`src/sv/mqf_pkg.sv`:
```
`default_nettype none

package mqf_pkg;

	// fixed field widths
	localparam int DATA_BITS     = 32;
	localparam int FILL_BITS     = 9;
	localparam int PTR_BITS      = 9;
	localparam int CMD_BITS      = 2;
	localparam int QID_BITS      = 2;
	localparam int STATUS_BITS   = 2;
	localparam int LOG2_BITS     = 4;
	localparam int CFG_IDX_BITS  = 3;
	localparam int CFG_DATA_BITS = 4;
	localparam int CFG_QUEUES    = 2;

	// commands
	localparam logic [CMD_BITS-1:0] CMD_ENQ  = 2'd0;
	localparam logic [CMD_BITS-1:0] CMD_DEQ  = 2'd1;
	localparam logic [CMD_BITS-1:0] CMD_FILL = 2'd2;

	// result status codes
	localparam logic [STATUS_BITS-1:0] ST_OK        = 2'd0;
	localparam logic [STATUS_BITS-1:0] ST_FULL_EMPTY = 2'd1;
	localparam logic [STATUS_BITS-1:0] ST_BAD_QUEUE = 2'd2;

	// configuration register indexes
	localparam logic [CFG_IDX_BITS-1:0] REG_Q0_ACTIVE = 3'd0;
	localparam logic [CFG_IDX_BITS-1:0] REG_Q0_SIZE   = 3'd1;
	localparam logic [CFG_IDX_BITS-1:0] REG_Q1_ACTIVE = 3'd2;
	localparam logic [CFG_IDX_BITS-1:0] REG_Q1_SIZE   = 3'd3;

	typedef struct packed {
		logic [STATUS_BITS-1:0] status;
		logic [FILL_BITS-1:0]   fill;
		logic                   take_data;
	} result_t;

	typedef struct packed {
		logic    mem_wr;
		result_t res;
	} decision_t;

endpackage

`default_nettype wire

```
`src/sv/mqf_ctrl.sv`:
```
`default_nettype none

module mqf_ctrl #(
	parameter int NUM_QUEUES = 2,
	parameter int MAX_DEPTH  = 256,
	parameter int ADDR_BITS  = 9
) (
	input  wire logic                                 clk,
	input  wire logic                                 arst_n,
	input  wire logic                                 cfg_we,
	input  wire logic [mqf_pkg::CFG_IDX_BITS-1:0]     cfg_index,
	input  wire logic [mqf_pkg::CFG_DATA_BITS-1:0]    cfg_data,
	input  wire logic                                 accept,
	input  wire logic [mqf_pkg::CMD_BITS-1:0]         command,
	input  wire logic [mqf_pkg::QID_BITS-1:0]         queue_id,
	output mqf_pkg::decision_t                        dec,
	output logic      [ADDR_BITS-1:0]                 mem_addr
);

	localparam int PB = mqf_pkg::PTR_BITS;
	// largest usable log2 length: floor(log2(MAX_DEPTH))
	localparam int LG_MAX = $clog2(MAX_DEPTH + 1) - 1;
	localparam logic [mqf_pkg::LOG2_BITS-1:0] LG_CAP = mqf_pkg::LOG2_BITS'(LG_MAX);
	localparam logic [ADDR_BITS-1:0] BASE1 = ADDR_BITS'(MAX_DEPTH);

	logic                             active_q [mqf_pkg::CFG_QUEUES];
	logic [mqf_pkg::LOG2_BITS-1:0]    size_q   [mqf_pkg::CFG_QUEUES];
	logic [PB-1:0]                    wp_q     [NUM_QUEUES];
	logic [PB-1:0]                    rp_q     [NUM_QUEUES];

	logic                          qid_ok;
	logic                          act;
	logic [mqf_pkg::LOG2_BITS-1:0] lg;
	logic [mqf_pkg::LOG2_BITS-1:0] eff_lg;
	logic [PB-1:0]                 wp;
	logic [PB-1:0]                 rp;
	logic [PB-1:0]                 cnt;
	logic [PB-1:0]                 len;
	logic [PB-1:0]                 mask;
	logic [PB-1:0]                 ptr_sel;
	logic [7:0]                    offset;
	logic                          enq_ok;
	logic                          deq_ok;
	logic                          cfg_q;

	// current pointers of the addressed queue
	always_comb begin
		wp = '0;
		rp = '0;
		for (int i = 0; i < NUM_QUEUES; i++) begin
			if (queue_id == mqf_pkg::QID_BITS'(i)) begin
				wp = wp_q[i];
				rp = rp_q[i];
			end
		end
	end

	// queue check, length, fill and decision
	always_comb begin
		qid_ok  = ({1'b0, queue_id} < 3'(NUM_QUEUES));
		act     = active_q[queue_id[0]];
		lg      = size_q[queue_id[0]];
		eff_lg  = (lg > LG_CAP) ? LG_CAP : lg;
		len     = PB'(1) << eff_lg;
		mask    = len - PB'(1);
		cnt     = wp - rp;
		enq_ok  = qid_ok && act && (command == mqf_pkg::CMD_ENQ) && (cnt < len);
		deq_ok  = qid_ok && act && (command == mqf_pkg::CMD_DEQ) && (cnt != '0);
		ptr_sel = (command == mqf_pkg::CMD_ENQ) ? wp : rp;
		offset  = ptr_sel[7:0] & mask[7:0];
		mem_addr = (queue_id[0] ? BASE1 : '0) + ADDR_BITS'(offset);

		dec.mem_wr        = enq_ok;
		dec.res.take_data = deq_ok;
		if (!qid_ok) begin
			dec.res.status = mqf_pkg::ST_BAD_QUEUE;
			dec.res.fill   = '0;
		end else if (!act) begin
			dec.res.status = (command == mqf_pkg::CMD_ENQ || command == mqf_pkg::CMD_DEQ)
				? mqf_pkg::ST_FULL_EMPTY : mqf_pkg::ST_OK;
			dec.res.fill   = '0;
		end else begin
			dec.res.status = ((command == mqf_pkg::CMD_ENQ && !enq_ok) ||
				(command == mqf_pkg::CMD_DEQ && !deq_ok))
				? mqf_pkg::ST_FULL_EMPTY : mqf_pkg::ST_OK;
			if (enq_ok) begin
				dec.res.fill = cnt + PB'(1);
			end else if (deq_ok) begin
				dec.res.fill = cnt - PB'(1);
			end else begin
				dec.res.fill = cnt;
			end
		end
	end

	assign cfg_q = cfg_index[1];

	// configuration registers
	always_ff @(posedge clk or negedge arst_n) begin
		if (!arst_n) begin
			for (int i = 0; i < mqf_pkg::CFG_QUEUES; i++) begin
				active_q[i] <= 1'b0;
				size_q[i]   <= '0;
			end
		end else if (cfg_we) begin
			case (cfg_index)
				mqf_pkg::REG_Q0_ACTIVE: active_q[0] <= cfg_data[0];
				mqf_pkg::REG_Q0_SIZE:   size_q[0]   <= cfg_data;
				mqf_pkg::REG_Q1_ACTIVE: active_q[1] <= cfg_data[0];
				mqf_pkg::REG_Q1_SIZE:   size_q[1]   <= cfg_data;
				default: ;
			endcase
		end
	end

	// free-running pointers, cleared by a write to the queue's registers
	always_ff @(posedge clk or negedge arst_n) begin
		if (!arst_n) begin
			for (int i = 0; i < NUM_QUEUES; i++) begin
				wp_q[i] <= '0;
				rp_q[i] <= '0;
			end
		end else begin
			for (int i = 0; i < NUM_QUEUES; i++) begin
				if (cfg_we && !cfg_index[2] && (cfg_q == 1'(i))) begin
					wp_q[i] <= '0;
					rp_q[i] <= '0;
				end else if (accept && (queue_id == mqf_pkg::QID_BITS'(i))) begin
					if (enq_ok) begin
						wp_q[i] <= wp_q[i] + PB'(1);
					end
					if (deq_ok) begin
						rp_q[i] <= rp_q[i] + PB'(1);
					end
				end
			end
		end
	end

endmodule

`default_nettype wire

```
`config.mk`:
```
export PLATFORM = sky130hd
export DESIGN_NAME = mqf_ctrl
export DESIGN_NICKNAME = d
export VERILOG_FILES = /design/src/sv/mqf_pkg.sv /design/src/sv/mqf_ctrl.sv
export SDC_FILE = /design/constraint.sdc
export NUM_CORES = 1
export LEC_CHECK = 0
export BUFFER_PORTS_ARGS = -buffer_cell sky130_fd_sc_hd__buf_2
export CORE_MARGIN = 4
export CORE_UTILIZATION = 44
export DETAILED_ROUTE_END_ITERATION = 8
export HOLD_SLACK_MARGIN = 0.03
export PLACE_DENSITY = 0.63
export SKIP_LAST_GASP = 1
export SLEW_MARGIN = 0
export SYNTH_ARGS = -nofsm -noshare
export SYNTH_HDL_FRONTEND = slang
export SYNTH_SLANG_ARGS = --single-unit
```
`constraint.sdc`:
```
create_clock -name clk -period 20.6 [get_ports clk]
set_input_delay 6.18 -clock clk [delete_from_list [all_inputs] [get_ports clk]]
set_output_delay 6.18 -clock clk [all_outputs]
set_load 0.05 [all_outputs]
```
==> flow_summary.toml, run 1 <==
[clocking]
cts_root_buf = "clkbuf_8"
cts_resized = 0
numCtsBuffers = 5
cts_sinks = 46
cts_max_path_buffers = 2
cts_tree = "built"
clk_pin_slew_ns = 0.10
ctsHtreeMaxLevel = 2
hold_buffers = 0
cts_setup_buffers = 0
clk_latency_ns = 0.31

[power]
clock_power_share = 0.281
combPwrFrac = 0.265
switchingPower_mw = 0.0823
p_int_mw = 0.139
power.leakage_nw = 1.95
pwr_density_cell_nw_per_um2 = 48.9
switching_share = 0.371
peakVddDrop_mv = 0.0226
pwr-share-seq = 0.454

[synthesis]
synth.distinct_cells = 78
netlist_instances = 493
yosys_warnings = 0
yosys_register_bits = 46
synth_top_flop_cell = "dfrtp_1"
async_reset_ff_frac = 1.00
ys_seq_area_frac = 0.272
syn-num-nets = 527
syn-cell-area_um2 = 4230
syn_avg_cell_area_um2 = 8.59
synth-edff-count = 0

[layout]
drive_above_1_share = 0.171
n_antenna_cell = 0
nets = 542
final_util = 0.488
final_area_um2 = 4530
areaGrowthSynthToFinish_pct = 6.97
instances_no_fill = 638

[routing]
top_layer = "met4"
drcViolationCount = 0
drtIter0Drc = 264
dr_wl_met2_mm = 5.64
wl_met3_um = 712
avgViaCountPerCell = 6.20
drtAntennaViolNets = 0
vias = 3958
routedWlPerCell_um = 18.9
met1_length_mm = 5.34
drt-total-wl_mm = 12.1
dr.pass1.iters = 5

[floorplan]
floorplan.initialDensity = 0.456
dieArea_um2 = 11300
num_rows = 35
core_area_um2 = 9280
boundaryPins = 37
die_height_um = 106
die_w_um = 106

[worst_setup_path]
worstPathArrival_ns = 11.71
start_kind = "input pin"
r2r_cells = 15
required_ns = 14.42
r2r_setup_slack_ns = 15.53
r2r_end = "wp_q[11]$_DFFE_PN0P_"
cp_max_fo = 48
timing.rr.start = "rp_q[10]$_DFFE_PN0P_"
cp-end-kind = "primary output"
path_class = "in -> out"

[placed_design]
io_buffers = 36
place.gp.congestion = 0.947
dp.cells = 630
hpwl_mm = 9.36
place_area_um2 = 4430

[hold_path]
worstHoldEndpoint = "active_q[0]$_DFFE_PN0P_"
hp-start = "active_q[0]$_DFFE_PN0P_"
hold_path_depth = 1
hold_path_class = "reg -> reg"

[timing]
slew_viol_final = 0
min_period_ns = 17.89
setup_tns_ns = 0
worst_pin_slew_ns = 1.11
final_hold_viol_count = 0
slew_headroom = 0.259
finalSetupViolations = 0
fin_worst_skew_ns = 0.0125
rsz0062_at_grt = "no"
hold_ws_ns = 0.519
timing.final.crit_share = 0.869
fmax_mhz = 55.9

[global_routing]
antenna_found_initial = 0
grt_pass1_vias = 3696
grt-ovfl-total = 0
grt_start_max_net_pins = 49
grt_usage = 0.217
grt_pass1_wl_mm = 19.4

[job]
max_cap_violations = 0

[status]
status = "completed"
Yosys cell counts, types with 6 or more instances:
| cell | number | share of area |
|---|---|---|
| or4_1 | 11 | 0.020 |
| o2111ai_1 | 6 | 0.012 |
| a21oi_1 | 37 | 0.044 |
| o31ai_1 | 11 | 0.020 |
| or3_1 | 12 | 0.018 |
| nor2b_1 | 8 | 0.012 |
| clkbuf_1 | 11 | 0.0098 |
| nor3b_1 | 6 | 0.011 |
| mux2i_1 | 23 | 0.054 |
| and3_1 | 8 | 0.012 |
| mux2_2 | 11 | 0.029 |
| xnor2_1 | 7 | 0.014 |
| dfrtp_1 | 46 | 0.27 |
| nand3_1 | 17 | 0.020 |
| nor3_1 | 11 | 0.013 |
| ha_1 | 19 | 0.056 |
| xor2_1 | 12 | 0.025 |
| or2_2 | 6 | 0.0089 |
| nor2_1 | 47 | 0.042 |
| buf_2 | 7 | 0.0083 |
| nand2_1 | 34 | 0.030 |
| inv_1 | 15 | 0.013 |
| o21ai_0 | 19 | 0.022 |
through the flow:
stage | total power, mW | setup slack [ns]
3_3_place_gp | 0.159 | 2.91
2_1_floorplan | 0.148 | 2.20
4_1_cts | 0.223 | 2.72
3_5_place_dp | 0.161 | 2.72
5_1_grt | 0.234 | 2.15
6_report | 0.222 | 2.71
layout make-up:
cell class	instances	area [um2]
clock buffer	5	68.8
clock inverter	3	27.5
fill	931	4750
inverter	18	67.6
multi-input combinational	399	2860
sequential	46	1150
tap	129	161
timing repair buffer	38	195
flip-flops by register name (all words and copies together) (netlist names):
register  count
active_q      2
wp_q         18
rp_q         18
size_q        8
layer usage:
metal	GRT usage	up-vias
li1	-	1874
met3	0.0322	24
met2	0.352	127
met1	0.292	1933
met5	0	-
met4	0.0823	0
how the worst max path moves through the flow:
stage | start | to | slack [ns]
2_1_floorplan | queue_id[0] | dec[9] | 2.20
3_3_place_gp | queue_id[0] | dec[3] | 2.91
3_5_place_dp | queue_id[0] | dec[3] | 2.72
4_1_cts | queue_id[0] | dec[3] | 2.72
5_1_grt | queue_id[0] | dec[3] | 2.15
6_report | queue_id[0] | dec[3] | 2.71
layout by cell type (no fill, tap or decap), types with 3 or more instances in the layout:
| cell type | count |
|---|---|
| or4_1 | 11 |
| o31ai_1 | 11 |
| nor3b_1 | 5 |
| nor3_1 | 11 |
| nor2_1 | 47 |
| a32o_1 | 3 |
| o21a_1 | 3 |
| a21oi_1 | 37 |
| inv_1 | 15 |
| o2111ai_1 | 6 |
| a31oi_1 | 3 |
| nand2b_1 | 3 |
| or2_2 | 6 |
| a211oi_1 | 3 |
| nor2b_1 | 8 |
| o21ai_1 | 3 |
| nand3_1 | 17 |
| o211ai_1 | 4 |
| ha_1 | 19 |
| xnor2_1 | 7 |
| dfrtp_1 | 46 |
| or3b_2 | 4 |
| nand3b_1 | 5 |
| a41o_1 | 3 |
| and2_1 | 3 |
| or3_1 | 12 |
| nand2_1 | 34 |
| mux2_2 | 11 |
| and3_1 | 8 |
| buf_2 | 36 |
| and4_1 | 3 |
| mux2i_1 | 23 |
| nand4_1 | 5 |
| inv_2 | 3 |
| clkbuf_8 | 5 |
| xor2_1 | 12 |
| mux4_2 | 3 |
| o21ai_0 | 19 |
power groups by stage:
stage	clock [mW]	combinational (mW)	sequential [mW]
6_report	0.0622	0.0587	0.101
5_1_grt	0.0676	0.0643	0.102
4_1_cts	0.0636	0.0584	0.101
3_5_place_dp	0	0.0581	0.102
3_3_place_gp	0	0.0571	0.102
2_1_floorplan	0	0.0469	0.101
cells by family (layout without fill, tap and decap cells):
family / after synthesis / count (layout) / synth area share
adders and majority gates: 19 / 19 / 0.0561
xor gates and xnor gates: 20 / 20 / 0.0431
and+or+nand+nor: 198 / 198 / 0.263
DFF: 46 / 46 / 0.272
muxes: 37 / 37 / 0.0996
buffers and inverters: 48 / 64 / 0.0544
AOI/OAI and AO/OA: 125 / 125 / 0.212
critical path, cell delays in order:
cell       delay [ns]
buf_2            0.08
buf_4            0.45
mux2i_1          0.29
nor2_1           0.06
ha_1             0.23
o311ai_1         0.42
a2111oi_1        0.18
a211oi_1         0.38
xnor2_2          0.22
inv_1            0.13
ha_1             0.31
and4_1           0.21
o211ai_1         0.08
o21ai_0          0.26
o21ai_0          0.11
and4_1           0.22
o21a_1           0.32
o21ai_1          0.70
inv_2            0.11
a22oi_1          0.25
mux2i_1          0.20
buf_2            0.28
Note: power is estimated with default switching activity, not from simulation.
==> run 2: changes to the inputs <==
- CORE_UTILIZATION: 44 -> 25
- PLACE_DENSITY: 0.63 -> 0.41
==> run 2 against run 1 <==
  * Non-clock buffer count rose by 2
  * Die area rose by 70%
  * Largest cell class unchanged
  * Largest power group unchanged
  * Cell count rose by 15%
  * Cell area rose by 4.0%
==> flow_summary.toml, run 2 (synthesized netlist as in run 1, its figures left out) <==
[worst_setup_path]
r2r_cells = 17
worst_path_max_delay_cell = "o21ai_1"
cp-end-kind = "primary output"
path_class = "in -> out"
timing.rr.start = "rp_q[10]$_DFFE_PN0P_"
worstPathArrival_ns = 11.79
crit_chain = "buf_2 > buf_4 > mux2i_1 > or2_2 > ha_1 > a2111oi_1 > a211oi_1 > xnor2_2 > inv_1 > ha_1 > and4_1 > o211ai_1 > o21ai_0 > o21ai_0 > and4_1 > o21a_1 > o21ai_1 > inv_2 > a22oi_1 > mux2i_1 > buf_2"
max_stage_delay_ns = 0.74
start_kind = "input pin"
r2r_end = "wp_q[11]$_DFFE_PN0P_"
r2r_setup_slack_ns = 15.54
cp_max_fo = 48
required_ns = 14.42

[floorplan]
core_area_um2 = 16600
num_rows = 47
dieArea_um2 = 19100
boundaryPins = 37
die_w_um = 138
die_height_um = 138
floorplan.initialDensity = 0.255

[layout]
multiInputGateArea_um2 = 2860
final_common_cell = "nor2_1"
final-seq-area_um2 = 1150
areaGrowthSynthToFinish_pct = 11.2
n_antenna_cell = 0
final_util = 0.284
fillerInstances = 1783
top_regs = "rp_q (18), wp_q (18), size_q (8)"
mostFrequentLayoutCells = "47 x nor2_1, 46 x dfrtp_1, 37 x a21oi_1, 36 x buf_2, 34 x nand2_1"
nets = 544
instances_no_fill = 731
drive_above_1_share = 0.172
final_area_um2 = 4710

[clocking]
cts_root_buf = "clkbuf_16"
cts_max_path_buffers = 2
cts_tree = "built"
hold_buffers = 0
clk_pin_slew_ns = 0.06
cts_sinks = 46
numCtsBuffers = 5
cts_setup_buffers = 0
cts_resized = 0
clk_latency_ns = 0.30
ctsHtreeMaxLevel = 2

[power]
peakVddDrop_mv = 0.0240
power.leakage_nw = 1.98
pwr_density_cell_nw_per_um2 = 52.3
finalPower_mw = 0.246

[routing]
routedWlPerCell_um = 18.8
drt-total-wl_mm = 13.7
dr.pass1.iters = 5
avgViaCountPerCell = 5.20
drtIter0Drc = 247
drtAntennaViolNets = 0
drcViolationCount = 0
vias = 3803

[placed_design]
hpwl_mm = 10.8
io_buffers = 36
dp.cells = 723
place_ws_ns = 2.74
place_area_um2 = 4560
place.gp.congestion = 0.894

[timing]
fin_worst_skew_ns = 0.00627
fmax_mhz = 55.7
hold_ws_ns = 0.521
setup_slack_ns = 2.63
worst_pin_slew_ns = 1.09
slew_viol_final = 0
finalSetupViolations = 0
setup_tns_ns = 0
timing.final.crit_share = 0.872
slew_headroom = 0.272
min_period_ns = 17.97
final_hold_viol_count = 0
rsz0062_at_grt = "no"

[global_routing]
antenna_found_initial = 0
grt_usage = 0.145
grt_start_max_net_pins = 49
grt_pass1_vias = 3724
grt-ovfl-total = 0
grt_pass1_wl_mm = 21.9

[job]
max_cap_violations = 0

[hold_path]
hp-start = "active_q[0]$_DFFE_PN0P_"
hold_path_depth = 1
hold_path_class = "reg -> reg"
worstHoldEndpoint = "active_q[0]$_DFFE_PN0P_"

[status]
status = "completed"
==> run 2: layout make-up <==
type                            instances  area share
Timing Repair Buffer                   40      0.0446
Clock inverter                          1     0.00106
Tap cell                              220      0.0584
Multi-Input combinational cell        399       0.607
Clock buffer                            7      0.0303
Inverter                               18      0.0143
Sequential cell                        46       0.244
==> run 2: worst max-delay path by stage <==
stage / from / endpoint / slack (ns) / cells after the start
detailed placement: queue_id[0] / dec[3] / 2.74 / 23
finish: queue_id[0] / dec[3] / 2.63 / 21
global placement: queue_id[0] / dec[10] / 2.83 / 22
floorplan: queue_id[0] / dec[9] / 2.20 / 27
CTS: queue_id[0] / dec[3] / 2.71 / 21
global route: queue_id[0] / dec[3] / 1.98 / 23
==> run 2: report_power, final <==
group | switching, mW | total (mW) | internal, mW
Clock | 0.0373 | 0.0855 | 0.0483
Sequential | 0.00623 | 0.101 | 0.0950
Combinational | 0.0403 | 0.0597 | 0.0194
Total | 0.0838 | 0.246 | 0.163
==> run 2: metal layers <==
metal / part of all wire / up-vias / track usage
met5: 0 / - / 0
met4: 0.020 / 0 / 0.0416
met3: 0.041 / 11 / 0.0262
met2: 0.48 / 80 / 0.240
met1: 0.46 / 1830 / 0.193
li1: - / 1882 / -
==> run 2: critical path, delay by kind of cell <==
kind | cells | cell delay [ns]
fa+ha+maj | 2 | 0.65
mux | 2 | 0.36
xor+xnor | 1 | 0.33
simple gates | 3 | 0.76
compound gates | 8 | 2.43
buf+inv | 5 | 1.05
==> run 3: changes to the inputs <==
- RECOVER_POWER: unset -> 50
==> run 3 against run 2 <==
  * Sequential cell count stayed put
  * The run now ends with max-capacitance violations, max-slew violations left
  * Non-clock buffer count unchanged
  * Die area stayed put
  * Clock-buffer cell count unchanged
  * Maximum frequency about the same
  * Via count rose by 0.16%
  * Sequential share of layout area up 0.078 points
  * Setup slack improved by 0.0034 ns
==> flow_summary.toml, run 3 (synthesized netlist as in run 1, its figures left out) <==
[power]
finalPower_mw = 0.247
pwr-share-seq = 0.410
p_int_mw = 0.162
pwr_density_cell_nw_per_um2 = 52.5
peakVddDrop_mv = 0.0240
power.leakage_nw = 1.97
switching_share = 0.341
switchingPower_mw = 0.0841
combPwrFrac = 0.241
clock_power_share = 0.348

[placed_design]
place.gp.congestion = 0.894
dp.cells = 723
hpwl_mm = 10.8
io_buffers = 36
place_area_um2 = 4560

[routing]
drtIter0Drc = 279
routedWlPerCell_um = 18.7
dr.pass1.iters = 5
drcViolationCount = 0
drtAntennaViolNets = 0
drt-total-wl_mm = 13.7
vias = 3809
avgViaCountPerCell = 5.21

[layout]
nets = 544
final_common_cell = "nor2_1"
drive_above_1_share = 0.162
final_area_um2 = 4690
fillerInstances = 1785
top_regs = "rp_q (18), wp_q (18), size_q (8)"
n_antenna_cell = 0
instances_no_fill = 731
final_util = 0.283
mostFrequentLayoutCells = "47 x nor2_1, 46 x dfrtp_1, 37 x a21oi_1, 34 x nand2_1, 34 x buf_2"
areaGrowthSynthToFinish_pct = 10.9

[timing]
slew_headroom = -0.759
fin_worst_skew_ns = 0.00374
rsz0062_at_grt = "no"
setup_tns_ns = 0
worst_pin_slew_ns = 2.64
slew_viol_final = 47
final_hold_viol_count = 0
timing.final.crit_share = 0.872
min_period_ns = 17.96
finalSetupViolations = 0
fmax_mhz = 55.7

[clocking]
hold_buffers = 0
numCtsBuffers = 5
clk_pin_slew_ns = 0.06
cts_max_path_buffers = 2
ctsHtreeMaxLevel = 2
clk_latency_ns = 0.30
cts_setup_buffers = 0
cts_tree = "built"
cts_sinks = 46
cts_resized = 0
cts_root_buf = "clkbuf_16"

[floorplan]
dieArea_um2 = 19100
floorplan.initialDensity = 0.255
core_area_um2 = 16600
boundaryPins = 37
die_w_um = 138
num_rows = 47
die_height_um = 138

[worst_setup_path]
required_ns = 14.42
cp_max_fo = 48
path_class = "in -> out"
cp-end-kind = "primary output"
start_kind = "input pin"
worstPathArrival_ns = 11.78

[global_routing]
grt_pass1_vias = 3724
grt-ovfl-total = 0
grt_usage = 0.145
grt_pass1_wl_mm = 21.9
antenna_found_initial = 0
grt_start_max_net_pins = 49

[hold_path]
hold_path_class = "reg -> reg"

[status]
status = "finished with violations"
violations = "max-capacitance violations, max-slew violations"

[job]
max_cap_violations = 1
run 3: critical path, stage by stage:
cell	delay [ns]
buf_2	0.07
buf_4	0.47
mux2i_1	0.16
or2_2	0.31
ha_1	0.34
a2111oi_1	0.48
a211oi_1	0.15
xnor2_2	0.33
inv_1	0.12
ha_1	0.31
and4_1	0.23
o211ai_1	0.09
o21ai_0	0.27
o21ai_0	0.13
and4_1	0.22
o21a_1	0.31
o21ai_1	0.72
inv_2	0.11
o31a_1	0.14
a221oi_1	0.28
buf_2	0.32
run 3: cell type report:
type	instances	area [um2]	share of cell area
inverters	18	67.6	0.0144
multi-input cells	399	2850	0.608
well taps	220	275	0.0586
repair buffers	40	200	0.0426
clock inverters	1	5.00	0.00107
flip-flops and latches	46	1150	0.245
clock buffers	7	143	0.0304
run 3: per-stage QoR:
stage / hold slack (ns) / setup WS, ns
floorplan: 0.480 / 2.20
global placement: 0.503 / 2.83
detailed placement: 0.509 / 2.74
CTS: 0.524 / 2.71
global route: 0.545 / 1.98
finish: 0.521 / 2.64
run 3: path summary, 6_finish.rpt:
| path | start | to | slack, ns | cells past startpoint |
|---|---|---|---|---|
| max | queue_id[0] | dec[9] | 2.64 | 21 |
| min | active_q[0]$_DFFE_PN0P_ | active_q[0]$_DFFE_PN0P_ | 0.52 | 1 |
| max reg2reg | rp_q[10]$_DFFE_PN0P_ | wp_q[11]$_DFFE_PN0P_ | 15.55 | 17 |
| min reg2reg | active_q[0]$_DFFE_PN0P_ | active_q[0]$_DFFE_PN0P_ | 0.52 | 1 |
| max in group asynchronous | arst_n | rp_q[6]$_DFFE_PN0P_ | 12.30 | 2 |
| min in group asynchronous | arst_n | size_q[3]$_DFFE_PN0P_ | 6.79 | 2 |
run 3: per-layer routing:
layer / up-vias / share of wire / wire [um] / track usage
li1: 1882 / - / - / -
met1: 1842 / 0.47 / 6440 / 0.193
met2: 72 / 0.48 / 6530 / 0.240
met3: 13 / 0.034 / 461 / 0.0262
met4: 0 / 0.020 / 274 / 0.0416
met5: - / 0 / 0 / 0
run 3: power by group through the flow:
stage | clock network [mW] | logic (mW) | registers (mW)
floorplan | 0 | 0.0469 | 0.101
global placement | 0 | 0.0591 | 0.103
detailed placement | 0 | 0.0599 | 0.103
CTS | 0.0879 | 0.0602 | 0.101
global route | 0.0925 | 0.0661 | 0.102
finish | 0.0859 | 0.0595 | 0.101
